### config.mk
export PLATFORM = sky130hd
export DESIGN_NAME = dzb_term
export DESIGN_NICKNAME = d
export VERILOG_FILES = /design/src/design/dzb_pkg.sv /design/src/design/dzb_term.sv
export SDC_FILE = /design/constraint.sdc
export NUM_CORES = 2
export LEC_CHECK = 0
export ABC_AREA = 1
export BUFFER_PORTS_ARGS = -buffer_cell sky130_fd_sc_hd__buf_2
export CAP_MARGIN = 40
export CORE_MARGIN = 5
export CORE_UTILIZATION = 55
export DETAILED_ROUTE_END_ITERATION = 16
export PLACE_DENSITY = 0.81
export SLEW_MARGIN = 15
export SYNTH_ARGS = -nofsm -noshare
export SYNTH_HDL_FRONTEND = slang
export SYNTH_SLANG_ARGS = --single-unit
### constraint.sdc
create_clock -name clk_i -period 5.8 [get_ports clk_i]
set_input_delay 0 -clock clk_i [delete_from_list [all_inputs] [get_ports clk_i]]
set_output_delay 0 -clock clk_i [all_outputs]
set_load 0.01 [all_outputs]
### src/design/dzb_pkg.sv
`timescale 1ns / 1ps
`default_nettype none
// ----------------------------------------------------------------------------
// dzb_pkg
// shared types, constants and saturation helpers for the d2q9 velocity
// boundary cell pipeline
// ----------------------------------------------------------------------------
package dzb_pkg;

  localparam int unsigned NumDist = 9;

  // distribution indexes
  localparam int unsigned DRest      = 0;
  localparam int unsigned DEast      = 1;
  localparam int unsigned DNorth     = 2;
  localparam int unsigned DWest      = 3;
  localparam int unsigned DSouth     = 4;
  localparam int unsigned DNorthEast = 5;
  localparam int unsigned DNorthWest = 6;
  localparam int unsigned DSouthWest = 7;
  localparam int unsigned DSouthEast = 8;

  // side flag bits
  localparam int unsigned BitTop   = 0;
  localparam int unsigned BitLeft  = 1;
  localparam int unsigned BitRight = 2;

  localparam logic [31:0] QMax   = 32'h7fff_ffff;
  localparam logic [31:0] QMin   = 32'h8000_0000;
  localparam logic [32:0] QOne   = 33'h0_4000_0000;
  // ceil(2^32 / 3), exact floor(a/3) for a below 2^31
  localparam logic [31:0] Recip3 = 32'h5555_5556;

  typedef logic [31:0] dist_t;

  typedef struct packed {
    dist_t [NumDist-1:0] f;
    logic [30:0]         u;
    logic [2:0]          flags;
    logic                sat;
  } cell_t;

  typedef struct packed {
    cell_t       item;
    logic [31:0] rho;
  } rho_t;

  typedef struct packed {
    cell_t       item;
    logic [31:0] t6;
    logic [31:0] t23;
  } term_t;

  typedef struct packed {
    cell_t       item;
    logic [34:0] mag;
    logic        neg;
    logic [31:0] den;
    logic        hit;
  } div_in_t;

  function automatic logic signed [35:0] sx36(input logic [31:0] x);
    return {{4{x[31]}}, x};
  endfunction

  function automatic logic sat_hit(input logic signed [35:0] v);
    return (v[35:31] != {5{v[31]}});
  endfunction

  function automatic logic [31:0] sat_val(input logic signed [35:0] v);
    logic [31:0] r;
    if (sat_hit(v)) begin
      r = v[35] ? QMin : QMax;
    end else begin
      r = v[31:0];
    end
    return r;
  endfunction

  // floor(v / 3) for the small correction term
  function automatic logic [1:0] div3_small(input logic [3:0] v);
    logic [1:0] r;
    unique case (v)
      4'd0, 4'd1, 4'd2:   r = 2'd0;
      4'd3, 4'd4, 4'd5:   r = 2'd1;
      4'd6, 4'd7, 4'd8:   r = 2'd2;
      4'd9, 4'd10, 4'd11: r = 2'd3;
      default:            r = 2'd3;
    endcase
    return r;
  endfunction

endpackage
`default_nettype wire

### src/design/dzb_term.sv
`timescale 1ns / 1ps
`default_nettype none
// ----------------------------------------------------------------------------
// dzb_term
// four stage unit for rho*uo/6 and 2*rho*uo/3, truncated toward zero
// ----------------------------------------------------------------------------
module dzb_term (
  input  logic           clk_i,
  input  logic           rst_ni,
  input  logic           en_i,
  input  logic           valid_i,
  input  dzb_pkg::rho_t  data_i,
  output logic           valid_o,
  output dzb_pkg::term_t data_o
);
  import dzb_pkg::*;

  logic [2:0] vld_q;
  logic       vout_q;

  cell_t              cell1_q, cell2_q, cell3_q;
  logic signed [62:0] prod_d, prod_q;
  logic [62:0]        pm;
  logic [30:0]        a2_q, a3_q;
  logic [1:0]         cb2_q, cb3_q;
  logic               neg2_q, neg3_q;
  logic [62:0]        m3;
  logic [29:0]        qa3_q;
  logic [30:0]        three;
  logic [30:0]        remv;
  logic [31:0]        t23m, t6m;
  term_t              out_d, out_q;

  assign prod_d = $signed(data_i.rho) * $signed(data_i.item.u);
  assign pm     = prod_q[62] ? 63'(-prod_q) : 63'(prod_q);
  assign m3     = {32'b0, a2_q} * {31'b0, Recip3};

  always_comb begin
    three       = {1'b0, qa3_q} + {qa3_q, 1'b0};
    remv        = a3_q - three;
    t23m        = {qa3_q, 2'b00} + {30'b0, div3_small({remv[1:0], cb3_q})};
    t6m         = {2'b00, qa3_q};
    out_d.item  = cell3_q;
    out_d.t6    = neg3_q ? -t6m : t6m;
    out_d.t23   = neg3_q ? -t23m : t23m;
  end

  always_ff @(posedge clk_i or negedge rst_ni) begin
    if (!rst_ni) begin
      vld_q  <= '0;
      vout_q <= 1'b0;
    end else if (en_i) begin
      vld_q  <= {vld_q[1:0], valid_i};
      vout_q <= vld_q[2];
    end
  end

  always_ff @(posedge clk_i) begin
    if (en_i) begin
      cell1_q <= data_i.item;
      prod_q  <= prod_d;
      cell2_q <= cell1_q;
      a2_q    <= pm[61:31];
      cb2_q   <= pm[30:29];
      neg2_q  <= prod_q[62];
      cell3_q <= cell2_q;
      a3_q    <= a2_q;
      cb3_q   <= cb2_q;
      neg3_q  <= neg2_q;
      qa3_q   <= m3[61:32];
      out_q   <= out_d;
    end
  end

  assign valid_o = vout_q;
  assign data_o  = out_q;

endmodule
`default_nettype wire

==> flow_summary.toml <==
[status]
status = "complete, but fails checks"
violations = "negative setup slack"

[timing]
hold_violations = 0
rsz0062_at_grt = "yes"
setup_ws_ns = -0.476
fin_hold_ws_ns = 0.113
fmax_mhz = 159
drv_slew = 0
timing.final.crit_period_ns = 6.28
slew_headroom = 0.239
fin_skew_ns = 0.0765
tightest_slew_ns = 1.14
post-route-period-util = 1.08
finalSetupViolCount = 79

[finish]
seq_area_um2 = 44800
multi_input_area_um2 = 51700
finalNonFillerCells = 14000
drive_gt1_frac = 0.234
synthToLayoutAreaGrowth_pct = 28.3
fillers = 12500
nets = 13700

[place]
port_buffers = 746
place_hpwl_mm = 219
gp_congestion = 0.984
place_inst = 13000

[logic_synthesis]
synth-simple-area-share = 0.102
yosysMostFrequentCell = "inv_1"
synth_cell_types = 45
yosysTopAreaCell = "edfxtp_1"
synthCells = 9217
yosysWarnings = 0
synth_top_family_by_area = "adder cells"
ys.flop_type = "edfxtp_1"
synth.area.top_cells = "edfxtp_1, fa_1, inv_1"
synth_top_cell_area_share = 0.434
ys_seq_area_frac = 0.435
syn_nets = 11500
synth_common_cells = "inv_1, nand2_1, edfxtp_1, fa_1, ha_1"
synthAdderAreaFrac = 0.337
syn-cell-area_um2 = 103000
ys_async_sr_fraction = 0.00268
avgSynthCellArea_um2 = 11.2
synth_compound_area_frac = 0.0141
muxShareOfSynthArea = 0
synth_xor_area_frac = 0.0107
ys_ff_latch = 1492
synth-edff-count = 1488

[global_routing]
grt_pass1_wl_mm = 451
antenna_found_initial = 13
grtUsageTotal = 0.300
grt_pass1_vias = 79300
overflow = 0
grt_max_degree = 202

[critical_path]
cp.arrival_ns = 6.83
required_ns = 6.36
cp_max_fo = 3
cp-start-kind = "flip-flop"
setup.worst_path.class = "flip-flop to flip-flop"
crit_path_end_kind = "flip-flop"

[die]
core_area_um2 = 186000
dieHeight_um = 443
die-area_um2 = 196000
ioPinCount = 747
initial_utilization = 0.554
rows = 158
fp.dieW_um = 443

[routing]
vias = 73200
remaining_drc_errors = 0
drt_pass1_iterations = 8
avgViaCountPerCell = 5.21
avgRoutedWirePerCell_um = 21.5
ant_nets = 0
drt_wl_total_mm = 302
drt_iter0_drc = 6045

[cts]
ctsRootBufferMaster = "clkbuf_16"
numCtsBuffers = 151
clock_sinks = 1492
cts_buffer_depth = 3
cts-htree-levels = 4
tritoncts = "yes"
clock_latency_ns = 0.86
clk_pin_slew_ns = 0.06

[flow_run]
maxCapViolations = 0

[hold_path]
hp-class = "input port to flip-flop"
-- metrics by stage --
step / util / setup slack (ns) / cell area, um^2 / setup TNS [ns]
after global routing: 0.711 / -0.621 / 132000 / -33.48
final: 0.711 / -0.476 / 132000 / -27.81
after floorplan: - / -0.728 / 104000 / -10.39
after global placement: 0.624 / -1.09 / 116000 / -58.53
after CTS: 0.694 / -0.410 / 129000 / -10.25
after detailed placement: 0.625 / -1.12 / 116000 / -64.42
-- placed cells by master, fill, tap and decap left out, drive strengths merged --
master / instances
a31oi: 2
a21o: 4
ha: 543
dlygate4sd3: 620
and3: 2
clkinvlp: 10
nand2b: 1
o21bai: 28
inv: 2570
edfxtp: 1488
nor3: 30
nand3: 175
nand4: 58
bufinv: 12
o211ai: 4
o21a: 4
nor2: 353
diode: 9
nor4: 14
buf: 1627
nand2: 1980
a21oi: 145
clkinv: 70
xor2: 101
o21ai: 74
or2: 13
xnor2: 24
clkbuf: 196
dfrtp: 4
o31ai: 1
fa: 1395
nand3b: 10
-- registers in the layout, summed over array words and instances (netlist names) --
name / flops
a2_q: 31
a3_q: 2
cb2_q: 2
cb3_q: 2
cell1_q: 323
cell2_q: 323
cell3_q: 323
data_o: 387
neg2_q: 1
neg3_q: 1
prod_q: 63
qa3_q: 30
valid_o: 1
vld_q: 3
-- worst max-delay path: stages (launching register included) --
cell and delay, ns:
edfxtp_1 0.49, ha_4 0.32, inv_2 0.03, fa_1 0.52, inv_2 0.06, fa_1 0.48
inv_1 0.05, fa_1 0.48, inv_2 0.04, fa_1 0.56, inv_2 0.07, fa_1 0.47
inv_1 0.05, fa_2 0.54, fa_2 0.47, ha_4 0.35, nand2_4 0.09, buf_6 0.13
nor2_4 0.15, inv_4 0.08, nor2_4 0.12, nand2_2 0.10, inv_2 0.07, nand3_1 0.10
nand4_1 0.11, nand2_1 0.09
-- area by class of cell --
| class | instances | share of cell area |
|---|---|---|
| multi-input combinational | 4961 | 0.391 |
| tap | 2480 | 0.0235 |
| antenna | 9 | 0.000170 |
| inverter | 2563 | 0.0729 |
| clock buffer | 178 | 0.0294 |
| sequential | 1492 | 0.339 |
| timing repair buffer | 2265 | 0.135 |
| clock inverter | 99 | 0.00852 |
-- final timing paths --
kind | endpoint | cells past startpoint | startpoint | slack, ns
max | qa3_q[10] | 25 | a2_q[15] | -0.48
min | cell1_q[4] | 4 | data_i[36] | 0.11
max reg2reg | qa3_q[10] | 25 | a2_q[15] | -0.48
min reg2reg | cell2_q[203] | 0 | cell1_q[203] | 0.35
max in group asynchronous | vld_q[2] | 4 | rst_ni | 4.97
min in group asynchronous | vld_q[0] | 4 | rst_ni | 0.67
-- metal layers --
layer | track usage | vias to the layer above | share of wire
met3 | 0.0494 | 1152 | 0.080
met1 | 0.361 | 36000 | 0.35
met2 | 0.530 | 3758 | 0.50
li1 | - | 32300 | -
met4 | 0.139 | 2 | 0.063
met5 | 0 | - | 0.000043
-- kinds of logic after synthesis --
family	Yosys count
DFF	1492
xor gates and xnor gates	125
buffers and inverters	2764
adders and majority gates	1938
and+or+nand+nor	2636
AOI/OAI and AO/OA	262
-- timing repair --
action                                  4_1_cts  5_1_grt
setup buffers                                35       55
gates cloned                                  0        8
gates resized for setup                     354      692
hold buffers                                620        1
endpoints found under the hold margin       445        1
endpoints found under the setup margin       62       77
pin swaps                                   117      290
Power is not shown: default switching activity piles up to over one toggle a cycle in this logic, so the estimate is an artifact.
